===== src/rtl/utf8ft_pkg.sv =====
`timescale 1ns / 1ps
`default_nettype none

package utf8ft_pkg;

   // Sizing of the glyph chain
   localparam int MAX_COLS = 32;
   localparam int CELLS    = MAX_COLS + 1;
   localparam int IDX_W    = $clog2(CELLS);
   localparam int CNT_W    = $clog2(CELLS + 1);
   localparam int BYTE_W   = 8;
   localparam int GLYPH_W  = 7;
   localparam int CFG_W    = 6;

   localparam logic [CFG_W-1:0] MAX_GLYPHS_RST = 6'd21;

   // Byte codes
   localparam logic [BYTE_W-1:0] BYTE_NUL     = 8'h00;
   localparam logic [BYTE_W-1:0] BYTE_LEAD_C3 = 8'hC3;
   localparam logic [BYTE_W-1:0] BYTE_HIGH    = 8'h80;
   localparam logic [BYTE_W-1:0] BYTE_PRINT   = 8'h20;
   localparam logic [1:0]        CONT_TAG     = 2'b10;

   // Glyph codes
   localparam logic [GLYPH_W-1:0] GLYPH_NONE  = 7'h00;
   localparam logic [GLYPH_W-1:0] GLYPH_SPACE = 7'h20;
   localparam logic [GLYPH_W-1:0] GLYPH_COMMA = 7'h2C;
   localparam logic [GLYPH_W-1:0] GLYPH_HYPH  = 7'h2D;
   localparam logic [GLYPH_W-1:0] GLYPH_DOT   = 7'h2E;
   localparam logic [GLYPH_W-1:0] GLYPH_SEMI  = 7'h3B;
   localparam logic [GLYPH_W-1:0] GLYPH_QUERY = 7'h3F;

   typedef enum logic [2:0] {
      ST_IDLE,
      ST_TRIM,
      ST_EMIT,
      ST_DOT,
      ST_EMPTY
   } state_type;

   typedef enum logic [2:0] {
      CELL_HOLD,
      CELL_WRITE,
      CELL_MARK,
      CELL_TRIM,
      CELL_SHIFT
   } cell_op_type;

   // Broadcast to every cell
   typedef struct packed {
      cell_op_type        op;
      logic [GLYPH_W-1:0] glyph;
   } cell_ctl_type;

   // What one cell hands to its lower neighbour
   typedef struct packed {
      logic [GLYPH_W-1:0] glyph;
      logic               keep;
      logic               tok;
   } cell_link_type;

   // Controller to chain
   typedef struct packed {
      cell_op_type        op;
      logic [GLYPH_W-1:0] glyph;
      logic [IDX_W-1:0]   wr_idx;
      logic [CNT_W-1:0]   mark_n;
      logic               mark_trim;
   } chain_cmd_type;

   // Chain to controller
   typedef struct packed {
      logic [GLYPH_W-1:0] glyph0;
      logic               keep0;
      logic               keep1;
      logic               tok_any;
   } chain_stat_type;

   // Second byte of a 0xC3 pair to its plain Latin letter
   function automatic logic [GLYPH_W-1:0] fold_latin(input logic [BYTE_W-1:0] b);
      logic [GLYPH_W-1:0] g;
      case (b)
         8'hA0, 8'hA1, 8'hA2, 8'hA4: g = 7'h61; // a
         8'h80, 8'h81, 8'h82, 8'h84: g = 7'h41; // A
         8'hA8, 8'hA9, 8'hAA, 8'hAB: g = 7'h65; // e
         8'h88, 8'h89, 8'h8A, 8'h8B: g = 7'h45; // E
         8'hAC, 8'hAD, 8'hAE, 8'hAF: g = 7'h69; // i
         8'h8C, 8'h8D, 8'h8E, 8'h8F: g = 7'h49; // I
         8'hB2, 8'hB3, 8'hB4, 8'hB6: g = 7'h6F; // o
         8'h92, 8'h93, 8'h94, 8'h96: g = 7'h4F; // O
         8'hB9, 8'hBA, 8'hBB, 8'hBC: g = 7'h75; // u
         8'h99, 8'h9A, 8'h9B, 8'h9C: g = 7'h55; // U
         8'hB1:                      g = 7'h6E; // n
         8'h91:                      g = 7'h4E; // N
         8'hA7:                      g = 7'h63; // c
         8'h87:                      g = 7'h43; // C
         default:                    g = GLYPH_QUERY;
      endcase
      return g;
   endfunction

   // Punctuation stripped before the ellipsis
   function automatic logic is_trim(input logic [GLYPH_W-1:0] g);
      return g inside {GLYPH_SPACE, GLYPH_COMMA, GLYPH_SEMI, GLYPH_DOT, GLYPH_HYPH};
   endfunction

endpackage

`default_nettype wire


===== src/rtl/utf8ft_cell.sv =====
`timescale 1ns / 1ps
`default_nettype none

module utf8ft_cell (
   input  wire                       clock,
   input  wire                       reset,
   input  utf8ft_pkg::cell_ctl_type  ctl,
   input  wire                       sel,
   input  wire                       keep_init,
   input  wire                       tok_seed,
   input  utf8ft_pkg::cell_link_type nxt,
   output utf8ft_pkg::cell_link_type cur
);

   logic [utf8ft_pkg::GLYPH_W-1:0] glyph_ff, glyph_in;
   logic                           keep_ff, keep_in;
   logic                           tok_ff, tok_in;
   logic                           trim;

   assign trim = utf8ft_pkg::is_trim(glyph_ff);

   // Cell update: write, mark, trim walk or shift down
   always_comb begin
      glyph_in = glyph_ff;
      keep_in  = keep_ff;
      tok_in   = tok_ff;
      case (ctl.op)
         utf8ft_pkg::CELL_WRITE: begin
            if (sel) begin
               glyph_in = ctl.glyph;
            end
         end
         utf8ft_pkg::CELL_MARK: begin
            tok_in  = tok_seed & trim;
            keep_in = keep_init & ~(tok_seed & trim);
         end
         utf8ft_pkg::CELL_TRIM: begin
            tok_in  = nxt.tok & trim;
            keep_in = keep_ff & ~(nxt.tok & trim);
         end
         utf8ft_pkg::CELL_SHIFT: begin
            glyph_in = nxt.glyph;
            keep_in  = nxt.keep;
            tok_in   = 1'b0;
         end
         default: begin
         end
      endcase
   end

   always_ff @(posedge clock) begin
      if (reset) begin
         keep_ff <= 1'b0;
         tok_ff  <= 1'b0;
      end else begin
         keep_ff <= keep_in;
         tok_ff  <= tok_in;
      end
   end

   // Glyph payload, no reset
   always_ff @(posedge clock) begin
      glyph_ff <= glyph_in;
   end

   assign cur.glyph = glyph_ff;
   assign cur.keep  = keep_ff;
   assign cur.tok   = tok_ff;

endmodule

`default_nettype wire


===== src/rtl/utf8ft_ctrl.sv =====
`timescale 1ns / 1ps
`default_nettype none

module utf8ft_ctrl (
   input  wire                                 clock,
   input  wire                                 reset,
   input  wire                                 req_valid,
   output logic                                req_stall,
   input  wire  [utf8ft_pkg::BYTE_W-1:0]       req_in_byte,
   output logic                                rsp_valid,
   input  wire                                 rsp_stall,
   output logic [utf8ft_pkg::GLYPH_W-1:0]      rsp_glyph,
   output logic                                rsp_last,
   output logic                                rsp_empty_res,
   input  wire                                 csr_valid,
   output logic                                csr_ready,
   input  wire  [utf8ft_pkg::CFG_W-1:0]        csr_max_glyphs,
   output utf8ft_pkg::chain_cmd_type           cmd,
   input  utf8ft_pkg::chain_stat_type          stat
);

   localparam int CNT_W = utf8ft_pkg::CNT_W;
   localparam int IDX_W = utf8ft_pkg::IDX_W;

   utf8ft_pkg::state_type                 state_ff, state_in;
   logic [CNT_W-1:0]                      count_ff, count_in;
   logic                                  pend_ff, pend_in;
   logic                                  skip_ff, skip_in;
   logic                                  ovf_ff, ovf_in;
   logic [utf8ft_pkg::CFG_W-1:0]          max_ff, max_in;
   logic                                  rsp_valid_ff, rsp_valid_in;
   logic [utf8ft_pkg::GLYPH_W-1:0]        rsp_glyph_ff, rsp_glyph_in;
   logic                                  rsp_last_ff, rsp_last_in;
   logic                                  rsp_empty_ff, rsp_empty_in;

   logic [CNT_W-1:0]                      lim, cut0;
   logic                                  take, is_nul, is_cont, fit, none;
   logic                                  out_free, beat_load;
   logic                                  write_ok;
   logic [utf8ft_pkg::GLYPH_W-1:0]        fold_glyph;
   logic [IDX_W-1:0]                      wr_idx;

   // Limit and cut point
   assign lim = (max_ff > utf8ft_pkg::CFG_W'(utf8ft_pkg::MAX_COLS))
              ? CNT_W'(utf8ft_pkg::MAX_COLS) : CNT_W'(max_ff);
   assign cut0 = (lim > CNT_W'(2)) ? lim - CNT_W'(2) : '0;
   assign fit  = (count_ff <= lim);
   assign none = (lim == '0) || (count_ff == '0);

   assign take     = req_valid && (state_ff == utf8ft_pkg::ST_IDLE);
   assign is_nul   = (req_in_byte == utf8ft_pkg::BYTE_NUL);
   assign is_cont  = (req_in_byte[7:6] == utf8ft_pkg::CONT_TAG);
   assign out_free = !rsp_valid_ff || !rsp_stall;

   // Folding of one byte
   always_comb begin
      if (pend_ff) begin
         fold_glyph = utf8ft_pkg::fold_latin(req_in_byte);
      end else if (req_in_byte < utf8ft_pkg::BYTE_HIGH) begin
         fold_glyph = (req_in_byte >= utf8ft_pkg::BYTE_PRINT)
                    ? req_in_byte[utf8ft_pkg::GLYPH_W-1:0] : utf8ft_pkg::GLYPH_SPACE;
      end else begin
         fold_glyph = utf8ft_pkg::GLYPH_QUERY;
      end
   end

   // A pending lead patches the glyph before the count
   assign wr_idx   = pend_ff ? IDX_W'(count_ff - CNT_W'(1)) : IDX_W'(count_ff);
   assign write_ok = pend_ff || (!(skip_ff && is_cont) && fit);

   // Next state
   always_comb begin
      state_in = state_ff;
      case (state_ff)
         utf8ft_pkg::ST_IDLE: begin
            if (take && is_nul) begin
               if (none) begin
                  state_in = utf8ft_pkg::ST_EMPTY;
               end else if (fit) begin
                  state_in = utf8ft_pkg::ST_EMIT;
               end else begin
                  state_in = utf8ft_pkg::ST_TRIM;
               end
            end
         end
         utf8ft_pkg::ST_TRIM: begin
            if (!stat.tok_any) begin
               state_in = utf8ft_pkg::ST_EMIT;
            end
         end
         utf8ft_pkg::ST_EMIT: begin
            if (out_free) begin
               if (stat.keep0) begin
                  if (!ovf_ff && !stat.keep1) begin
                     state_in = utf8ft_pkg::ST_IDLE;
                  end
               end else begin
                  state_in = utf8ft_pkg::ST_DOT;
               end
            end
         end
         utf8ft_pkg::ST_DOT, utf8ft_pkg::ST_EMPTY: begin
            if (out_free) begin
               state_in = utf8ft_pkg::ST_IDLE;
            end
         end
         default: begin
            state_in = utf8ft_pkg::ST_IDLE;
         end
      endcase
   end

   // Outputs: chain command and result beat
   always_comb begin
      cmd.op        = utf8ft_pkg::CELL_HOLD;
      cmd.glyph     = fold_glyph;
      cmd.wr_idx    = wr_idx;
      cmd.mark_n    = fit ? count_ff : cut0;
      cmd.mark_trim = !fit;
      beat_load     = 1'b0;
      rsp_glyph_in  = rsp_glyph_ff;
      rsp_last_in   = rsp_last_ff;
      rsp_empty_in  = rsp_empty_ff;
      case (state_ff)
         utf8ft_pkg::ST_IDLE: begin
            if (take) begin
               if (is_nul) begin
                  cmd.op = utf8ft_pkg::CELL_MARK;
               end else if (write_ok) begin
                  cmd.op = utf8ft_pkg::CELL_WRITE;
               end
            end
         end
         utf8ft_pkg::ST_TRIM: begin
            if (stat.tok_any) begin
               cmd.op = utf8ft_pkg::CELL_TRIM;
            end
         end
         utf8ft_pkg::ST_EMIT: begin
            if (out_free) begin
               beat_load    = 1'b1;
               rsp_empty_in = 1'b0;
               if (stat.keep0) begin
                  cmd.op       = utf8ft_pkg::CELL_SHIFT;
                  rsp_glyph_in = stat.glyph0;
                  rsp_last_in  = !ovf_ff && !stat.keep1;
               end else begin
                  rsp_glyph_in = utf8ft_pkg::GLYPH_DOT;
                  rsp_last_in  = 1'b0;
               end
            end
         end
         utf8ft_pkg::ST_DOT: begin
            if (out_free) begin
               beat_load    = 1'b1;
               rsp_glyph_in = utf8ft_pkg::GLYPH_DOT;
               rsp_last_in  = 1'b1;
               rsp_empty_in = 1'b0;
            end
         end
         utf8ft_pkg::ST_EMPTY: begin
            if (out_free) begin
               beat_load    = 1'b1;
               rsp_glyph_in = utf8ft_pkg::GLYPH_NONE;
               rsp_last_in  = 1'b1;
               rsp_empty_in = 1'b1;
            end
         end
         default: begin
         end
      endcase
   end

   // String state: count, pending lead, continuation skip, overflow, limit
   always_comb begin
      count_in = count_ff;
      pend_in  = pend_ff;
      skip_in  = skip_ff;
      ovf_in   = ovf_ff;
      max_in   = csr_valid ? csr_max_glyphs : max_ff;
      if (take) begin
         if (is_nul) begin
            count_in = '0;
            pend_in  = 1'b0;
            skip_in  = 1'b0;
            ovf_in   = !fit;
         end else if (pend_ff) begin
            pend_in = 1'b0;
         end else if (!(skip_ff && is_cont)) begin
            skip_in = 1'b0;
            if (fit) begin
               count_in = count_ff + CNT_W'(1);
               if (req_in_byte == utf8ft_pkg::BYTE_LEAD_C3) begin
                  pend_in = 1'b1;
               end else if (req_in_byte >= utf8ft_pkg::BYTE_HIGH) begin
                  skip_in = 1'b1;
               end
            end
         end
      end
   end

   // Output register holds its beat while stalled
   assign rsp_valid_in = beat_load || (rsp_valid_ff && rsp_stall);

   always_ff @(posedge clock) begin
      if (reset) begin
         state_ff     <= utf8ft_pkg::ST_IDLE;
         count_ff     <= '0;
         pend_ff      <= 1'b0;
         skip_ff      <= 1'b0;
         ovf_ff       <= 1'b0;
         max_ff       <= utf8ft_pkg::MAX_GLYPHS_RST;
         rsp_valid_ff <= 1'b0;
      end else begin
         state_ff     <= state_in;
         count_ff     <= count_in;
         pend_ff      <= pend_in;
         skip_ff      <= skip_in;
         ovf_ff       <= ovf_in;
         max_ff       <= max_in;
         rsp_valid_ff <= rsp_valid_in;
      end
   end

   always_ff @(posedge clock) begin
      rsp_glyph_ff <= rsp_glyph_in;
      rsp_last_ff  <= rsp_last_in;
      rsp_empty_ff <= rsp_empty_in;
   end

   assign req_stall     = (state_ff != utf8ft_pkg::ST_IDLE);
   assign csr_ready     = 1'b1;
   assign rsp_valid     = rsp_valid_ff;
   assign rsp_glyph     = rsp_glyph_ff;
   assign rsp_last      = rsp_last_ff;
   assign rsp_empty_res = rsp_empty_ff;

endmodule

`default_nettype wire


===== src/rtl/utf8_fold_and_truncate_top.sv =====
`timescale 1ns / 1ps
`default_nettype none

// UTF-8 to ASCII fold with truncation.
// req_ channel: one string byte per beat, a zero byte ends the string.
// rsp_ channel: one ASCII glyph per beat, rsp_last on the final glyph of a
// string; an empty result is one beat with rsp_empty_res and rsp_last set.
// csr_ channel: writes max_glyphs (always ready, reset value 21); write it
// only while no string is in flight.
// Non-zero bytes are taken while the block is idle and written straight into a
// row of glyph cells. The zero byte turns the block busy (req_stall high) until
// the last beat has entered the output register: a string that fits is marked
// in the cells by the terminator, then streamed from cell 0 through the output
// register one beat per cycle while rsp_stall does not hold it. A truncated
// string first walks the trailing punctuation down the cell row, one cell per
// cycle, then streams the kept cells and "..".
// Under rsp_stall a valid beat holds and no cell shifts; the walk goes on.
// Reset is synchronous; it empties the string state and drops any pending
// result, cell glyphs are left as they were but their flags are cleared.

module utf8_fold_and_truncate_top (
   input  wire                            clock,
   input  wire                            reset,
   input  wire                            req_valid,
   output logic                           req_stall,
   input  wire  [utf8ft_pkg::BYTE_W-1:0]  req_in_byte,
   output logic                           rsp_valid,
   input  wire                            rsp_stall,
   output logic [utf8ft_pkg::GLYPH_W-1:0] rsp_glyph,
   output logic                           rsp_last,
   output logic                           rsp_empty_res,
   input  wire                            csr_valid,
   output logic                           csr_ready,
   input  wire  [utf8ft_pkg::CFG_W-1:0]   csr_max_glyphs
);

   localparam int CELLS = utf8ft_pkg::CELLS;

   utf8ft_pkg::chain_cmd_type  cmd;
   utf8ft_pkg::chain_stat_type stat;
   utf8ft_pkg::cell_ctl_type   ctl;
   utf8ft_pkg::cell_link_type  links [CELLS];
   logic [CELLS-1:0]           tok_vec;

   utf8ft_ctrl u_ctrl (
      .clock         (clock),
      .reset         (reset),
      .req_valid     (req_valid),
      .req_stall     (req_stall),
      .req_in_byte   (req_in_byte),
      .rsp_valid     (rsp_valid),
      .rsp_stall     (rsp_stall),
      .rsp_glyph     (rsp_glyph),
      .rsp_last      (rsp_last),
      .rsp_empty_res (rsp_empty_res),
      .csr_valid     (csr_valid),
      .csr_ready     (csr_ready),
      .csr_max_glyphs(csr_max_glyphs),
      .cmd           (cmd),
      .stat          (stat)
   );

   assign ctl.op    = cmd.op;
   assign ctl.glyph = cmd.glyph;

   // Row of glyph cells, cell 0 faces the output
   for (genvar i = 0; i < CELLS; i++) begin : g_cell
      utf8ft_pkg::cell_link_type nxt;
      logic                      sel, keep_init, tok_seed;

      if (i == CELLS - 1) begin : g_end
         assign nxt = '0;
      end else begin : g_mid
         assign nxt = links[i+1];
      end

      // Per-cell address decode
      assign sel       = (cmd.wr_idx == utf8ft_pkg::IDX_W'(i));
      assign keep_init = (cmd.mark_n > utf8ft_pkg::CNT_W'(i));
      assign tok_seed  = cmd.mark_trim && (cmd.mark_n == utf8ft_pkg::CNT_W'(i + 1));

      utf8ft_cell u_cell (
         .clock    (clock),
         .reset    (reset),
         .ctl      (ctl),
         .sel      (sel),
         .keep_init(keep_init),
         .tok_seed (tok_seed),
         .nxt      (nxt),
         .cur      (links[i])
      );

      assign tok_vec[i] = links[i].tok;
   end

   assign stat.glyph0  = links[0].glyph;
   assign stat.keep0   = links[0].keep;
   assign stat.keep1   = links[1].keep;
   assign stat.tok_any = |tok_vec;

endmodule

`default_nettype wire


===== config.mk =====
export PLATFORM = sky130hd
export DESIGN_NAME = utf8_fold_and_truncate_top
export DESIGN_NICKNAME = d
export VERILOG_FILES = /design/src/rtl/utf8ft_pkg.sv /design/src/rtl/utf8ft_cell.sv /design/src/rtl/utf8ft_ctrl.sv /design/src/rtl/utf8_fold_and_truncate_top.sv
export SDC_FILE = /design/constraint.sdc
export NUM_CORES = 1
export LEC_CHECK = 0
export ABC_AREA = 1
export BUFFER_PORTS_ARGS = -buffer_cell sky130_fd_sc_hd__buf_2
export CAP_MARGIN = 20
export CORE_MARGIN = 5
export CORE_UTILIZATION = 30
export DETAILED_ROUTE_END_ITERATION = 12
export HOLD_SLACK_MARGIN = 0.12
export PLACE_DENSITY_LB_ADDON = 0.15
export SLEW_MARGIN = 20
export SYNTH_ARGS = -nofsm -noshare
export SYNTH_HDL_FRONTEND = slang
export SYNTH_SLANG_ARGS = --single-unit

===== constraint.sdc =====
create_clock -name clock -period 2.9 [get_ports clock]
set_input_delay 0.58 -clock clock [delete_from_list [all_inputs] [get_ports clock]]
set_output_delay 0.58 -clock clock [all_outputs]
set_load 0.02 [all_outputs]

### Word level (Yosys, flattened, before mapping)

Index checks and enable logic that the tools add are counted.

* input port bits: 19
* memories: 0
* logic and storage cells: 1008
* ROM bits: 0
* register bits after elaboration: 325
* output and inout bits: 12
* memory bits (writable): 0
* latch bits: 0

* multipliers: 0
* mux-type cells: 184
* reduce and logical (&&, ||, !) cells: 151
* order comparisons: 39
* add/subtract/negate cells: 3
* bitwise operators: 195
* equality and inequality tests: 327
* div/mod/pow operators: 0
* shift operators: 0

Operator list (number)
* $eq 7x6->1 const B: 165
* $pmux 7 s2: 33
* $eq 8x8->1 const B: 45
* $mux 7: 40
* $eq 6x5->1 const B: 32
* $pmux 1 s3: 64
* $reduce_bool 5->1: 33
* $and 1x1->1: 130
* $pmux 7 s14: 1
* $eq 6x4->1 const B: 16
* $gt 6x5->1 const B: 16
* $ne 2x2->1 const B: 36
* $reduce_and 2->1: 34
* $not 1->1: 65
* $eq 6x3->1 const B: 8
* $gt 6x4->1 const B: 8
* $mux 6: 8
* $reduce_or 4->1: 10
* $logic_and 1x1->1: 39
* $mux 3: 11
* $reduce_or 33->1: 1
* $eq 6x2->1 const B: 4
* $gt 6x3->1 const B: 4
* $pmux 7 s3: 1
* other kinds (35): 95

### Logic depth before layout (Yosys ltp)

* depth in word-level cells: 12
* mapped depth: 21
* mapped depth without buffers: 20

### Cells and area by module

A second synthesis with hierarchy kept.

* cells, all modules: 2898
* area, all modules: 21191.6 sq um

Modules (own cells, without submodules)
* utf8ft_cell: sequential area each 250.2 sq um, area an instance 546.8 sq um, times used 33, cells each 71
* utf8ft_ctrl: sequential area each 650.6 sq um, area an instance 2213.4 sq um, times used 1, cells each 337
* utf8_fold_and_truncate_top: sequential area each 0.0 sq um, area an instance 934.6 sq um, times used 1, cells each 218

### Worst setup path after synthesis

Ideal clock, no wire load.

* path type: register to register
* start point: register u_ctrl.max_ff[1] (netlist bit)
* end point: register g_cell[16].u_cell.glyph_ff[0] (netlist bit), enable pin
* required time: 2.519 ns
* period minus slack after synthesis: 3.046 ns
* stages on the path, launching flop included: 18
* setup time: 0.381 ns
* arrival: 2.666 ns
* setup slack: -0.146 ns
* buffers on the path: 1
* cells stage by stage: dfxtp_1 > nor2_1 > nand3_1 > nand2_1 > nand2_1 > ha_1 > nand2_1 > nand2_1 > nand2_2 > nand3_4 > nand2_4 > inv_2 > buf_6 > o21ai_2 > nand3_2 > nor3_2 > nand2_1 > o21ai_0

* word-level cells in the longest chain between the ends: 12
* elaborated cells on any way between the ends: 14
* classes of those cells: order compare: 2; eq/ne: 3; mux: 5; reduce/logical: 4

Ends and longest elaborated chain
* start: declaration: line utf8ft_ctrl.sv:30 `logic [utf8ft_pkg::CFG_W-1:0] max_ff, max_in;`
* start signal: assignment: line utf8ft_ctrl.sv:213 `max_ff <= utf8ft_pkg::MAX_GLYPHS_RST;`
* start signal: assignment: line utf8ft_ctrl.sv:221 `max_ff <= max_in;`
* $gt 6x6->1: line utf8ft_ctrl.sv:44 `assign lim = (max_ff > utf8ft_pkg::CFG_W'(utf8ft_pkg::MAX_COLS))`
* $mux 6 *: line utf8ft_ctrl.sv:45 `? CNT_W'(utf8ft_pkg::MAX_COLS) : CNT_W'(max_ff);`
* $le 6x6->1 *: line utf8ft_ctrl.sv:47 `assign fit = (count_ff <= lim);`
* $logic_and 1x1->1 *: line utf8ft_ctrl.sv:69 `assign write_ok = pend_ff || (!(skip_ff && is_cont) && fit);`
* $logic_or 1x1->1 *: line utf8ft_ctrl.sv:69
* $mux 1 *: line utf8ft_ctrl.sv:129 `end else if (write_ok) begin`
* $mux 3 *: line utf8ft_ctrl.sv:127 `if (is_nul) begin`
* $mux 3 *: line utf8ft_ctrl.sv:126 `if (take) begin`
* $pmux 3 s3 *: line utf8ft_ctrl.sv:124 `case (state_ff)`
* $eq 3x1->1 / $eq 3x3->1 (equally long branches): line utf8ft_cell.sv:27 `case (ctl.op)`
* $ne 2x2->1 (no line) / $reduce_bool 2->1 (equally long branches)
* $reduce_and 2->1 (no line) *
* end signal: assignment: line utf8ft_cell.sv:63 `glyph_ff <= glyph_in;`
* end: declaration: line utf8ft_cell.sv:15 `logic [utf8ft_pkg::GLYPH_W-1:0] glyph_ff, glyph_in;`

Mark *: on every way between the ends. The rest lies on a longest branch, timed or not.
A chain may end at the register's enable or synchronous reset.

### Worst setup path in the final report

* start point: register u_ctrl.max_ff[1] (netlist bit)
* end point: register g_cell[9].u_cell.glyph_ff[2] (netlist bit), enable pin

* word-level cells in the longest chain between the ends: 12
* elaborated cells on any way between the ends: 14
* classes of those cells: order compare: 2; eq/ne: 3; mux: 5; reduce/logical: 4

Ends and longest elaborated chain (line)
* $gt 6x6->1: utf8ft_ctrl.sv:44
* $mux 6 *: utf8ft_ctrl.sv:45
* $le 6x6->1 *: utf8ft_ctrl.sv:47
* $logic_and 1x1->1 *: utf8ft_ctrl.sv:69
* $logic_or 1x1->1 *: utf8ft_ctrl.sv:69
* $mux 1 *: utf8ft_ctrl.sv:129
* $mux 3 *: utf8ft_ctrl.sv:127
* $mux 3 *: utf8ft_ctrl.sv:126
* $pmux 3 s3 *: utf8ft_ctrl.sv:124
* $eq 3x1->1 / $eq 3x3->1 (equally long branches): utf8ft_cell.sv:27
* $ne 2x2->1 (no line) / $reduce_bool 2->1 (equally long branches)
* $reduce_and 2->1 (no line) *
* end signal: assignment: utf8ft_cell.sv:63
* end: declaration: utf8ft_cell.sv:15

Marks and branches as above.

==> results.json <==
{
  "r2r-start": "u_ctrl.max_ff[1]$_SDFFE_PP0P_",
  "start_util_pct": 30.1,
  "grt_pass1_vias": 14900,
  "gp_congestion": 0.847,
  "setup_viol": 0,
  "timing.rr.end": "g_cell[9].u_cell.glyph_ff[2]$_DFFE_PP_",
  "path_class": "flop to flop",
  "layoutNonFillerInstCount": 3006,
  "post-place-ws_ps": -206,
  "ys_async_sr_fraction_pct": 0,
  "placed_cells": 2934,
  "clk_pin_slew_ps": 50,
  "htree_levels": 2,
  "drive_gt1_share_pct": 13.3,
  "status": "complete, no violations",
  "worst-slew-pin-transition_ps": 764,
  "cts_tree": "done",
  "multiInputGateArea_um2": 7190,
  "synth-edff-count": 240,
  "chipWidth_um": 250,
  "yosys-top-cells-area": "edfxtp_1, nand2_1, dfxtp_1",
  "antenna_found_initial": 0,
  "clock_path_buffers": 3,
  "leakagePower_nw": 7.66,
  "cts.sinks": 325,
  "rr_worst_depth": 18,
  "grt_overflow_total": 0,
  "drv_slew": 0,
  "firstDrtPassIters": 7,
  "synth_cells": 2133,
  "fin_skew_ps": 10.1,
  "die_h_um": 250,
  "root_buffer": "clkbuf_16",
  "synth.most_common_cell": "nand2_1",
  "r2r_slack_ps": 120,
  "hpwl_mm": 37.6,
  "synth_common_cells": "nand2_1, o21ai_0, edfxtp_1",
  "cp_max_fo": 7,
  "fin_nets": 2244,
  "finalWorstSetupSlack_ps": 116,
  "vias": 15100,
  "die_area_um2": 62500,
  "synth.distinct_cells": 44,
  "syn_area_um2": 17300,
  "drc": 0,
  "ff_latch_area_um2": 8910,
  "viasPerCell": 5.02,
  "grtUsageTotal_pct": 17.0,
  "crit_end": "g_cell[9].u_cell.glyph_ff[2]$_DFFE_PP_",
  "yosysSeqAreaShare_pct": 51.5,
  "grt_pass1_wl_mm": 85.0,
  "ir_worst_vdd_mv": 0.354,
  "cp_data_required_time_ps": 3170,
  "ios": 31,
  "avgSynthCellArea_um2": 8.10,
  "rows": 88,
  "synth_fp_nets": 2162,
  "cts_buffers": 39,
  "rsz0062_at_grt": "yes",
  "cap_violations": 0,
  "numPortBuffers": 29,
  "utilization_pct": 35.5,
  "crit_path_start_kind": "flop",
  "min_path_type": "primary input to flop",
  "ys.flop_type": "edfxtp_1",
  "n_fill_cell": 5974,
  "wirelength_mm": 54.9,
  "critPathLaunch": "u_ctrl.max_ff[1]$_SDFFE_PP0P_",
  "end_kind": "flop",
  "wl_per_cell_um": 18.3,
  "ys_warn_count": 0,
  "max_freq_mhz": 359,
  "hold-path-cell-count": 3,
  "cellPowerDensity_nw_per_um2": 516,
  "first_iter_violations": 1110,
  "clock_latency_ps": 560,
  "grt_max_degree": 111,
  "ys_ff_latch": 325,
  "period_share_pct": 96.0,
  "worstPathArrival_ps": 3050,
  "synth_top_area_share_pct": 41.7,
  "hold_violations": 0,
  "syn_to_final_growth_pct": 17.7,
  "max-slew-margin-rel_pct": 48.8,
  "totalPowerFinal_mw": 10.5,
  "design.core.area_um2": 57400,
  "ant_nets": 0,
  "hold_ws_ps": 256,
  "min_period_ps": 2780,
  "synth_area_leader_cell": "edfxtp_1"
}
-- worst max-delay path, stage by stage, from the launching register on --
cell	delay [ps]
dfxtp_2	330
nor2_4	100
nand3_1	80
nand2_2	80
nand2_2	80
ha_4	230
nand2_1	60
nand2_1	60
nand2_2	70
nand3_4	80
nand2_4	80
inv_2	60
o21ai_2	170
nand3_4	190
nor3_4	210
buf_6	150
nand2_2	80
o21ai_2	200
buf_6	150
-- where the power goes --
| part | leakage [nW] | internal [mW] | switching [mW] |
|---|---|---|---|
| Sequential | 2.82 | 5.02 | 0.0206 |
| Clock | 0.586 | 2.74 | 1.93 |
| Combinational | 4.25 | 0.244 | 0.544 |
| Total | 7.66 | 8.00 | 2.50 |
-- placed cells by master (no fill, tap or decap), types with 40 or more instances in the layout --
master,count
a21oi_1,98
buf_4,90
clkbuf_16,40
dfxtp_1,83
edfxtp_1,240
inv_1,238
nand2_1,484
nand3_1,118
nor2_1,183
o21ai_0,279
-- routing by layer --
metal | track usage, % | wire length [um] | up-vias
met5 | 0 | 0 | -
met1 | 24.1 | 26300 | 7242
li1 | - | - | 7373
met2 | 27.2 | 24700 | 380
met4 | 5.22 | 1350 | 0
met3 | 2.25 | 2600 | 88
-- worst min path at each step --
stage	start	end	slack, ps
floorplan	g_cell[32].u_cell.tok_ff$_SDFFE_PP0P_	g_cell[32].u_cell.tok_ff$_SDFFE_PP0P_	440
global placement	u_ctrl.skip_ff$_SDFFE_PP0P_	u_ctrl.skip_ff$_SDFFE_PP0P_	450
detailed placement	g_cell[32].u_cell.keep_ff$_SDFFE_PP0P_	g_cell[32].u_cell.keep_ff$_SDFFE_PP0P_	460
CTS	csr_max_glyphs[0]	u_ctrl.max_ff[0]$_SDFFE_PP1P_	220
global route	csr_max_glyphs[0]	u_ctrl.max_ff[0]$_SDFFE_PP1P_	260
finish	csr_max_glyphs[0]	u_ctrl.max_ff[0]$_SDFFE_PP1P_	260
-- registers in the layout, summed over array words and instances, names as in the netlist --
name / cells
u_ctrl.max_ff: 6
u_ctrl.pend_ff: 1
u_ctrl.count_ff: 6
u_ctrl.rsp_last: 1
u_ctrl.rsp_glyph: 7
g_cell.u_cell.keep_ff: 33
g_cell.u_cell.tok_ff: 33
u_ctrl.skip_ff: 1
u_ctrl.ovf_ff: 1
u_ctrl.rsp_empty_res: 1
u_ctrl.rsp_valid: 1
u_ctrl.state_ff: 3
g_cell.u_cell.glyph_ff: 231
-- repair_timing --
item,CTS,global route
hold endpoints to repair,0,0
setup endpoints to repair,167,204
hold buffers,0,0
pin swaps,2,14
buffers inserted,1,4
gates resized for setup,16,45
-- layout make-up --
class	instances	area share (%)
sequential	325	43.8
inverter	249	4.62
timing repair buffer	139	5.70
tap	765	4.70
clock buffer	55	5.44
clock inverter	11	0.436
multi-input combinational	1461	35.3
antenna	1	0.0123
-- per-stage QoR --
step / cell area (um2) / setup TNS, ps
global placement: 18900 / -17890
floorplan: 17300 / -6400
global route: 20400 / -65.1
CTS: 20200 / 0
detailed placement: 18900 / -10230
finish: 20400 / 0
-- cell families (layout without fill, tap and decap cells) --
group	count (synthesis)	after routing	synth area share, %
buffers and inverters	347	454	8.03
flip-flops	325	325	51.5
multiplexers	1	1	0.0579
AND/OR/NAND/NOR	960	960	24.6
adder cells (fa/ha/maj)	10	10	0.724
AO/OA/AOI/OAI	487	487	15.0
other	1	2	0.0217
XOR/XNOR	2	2	0.101
Note: power is estimated with default switching activity, not from simulation.
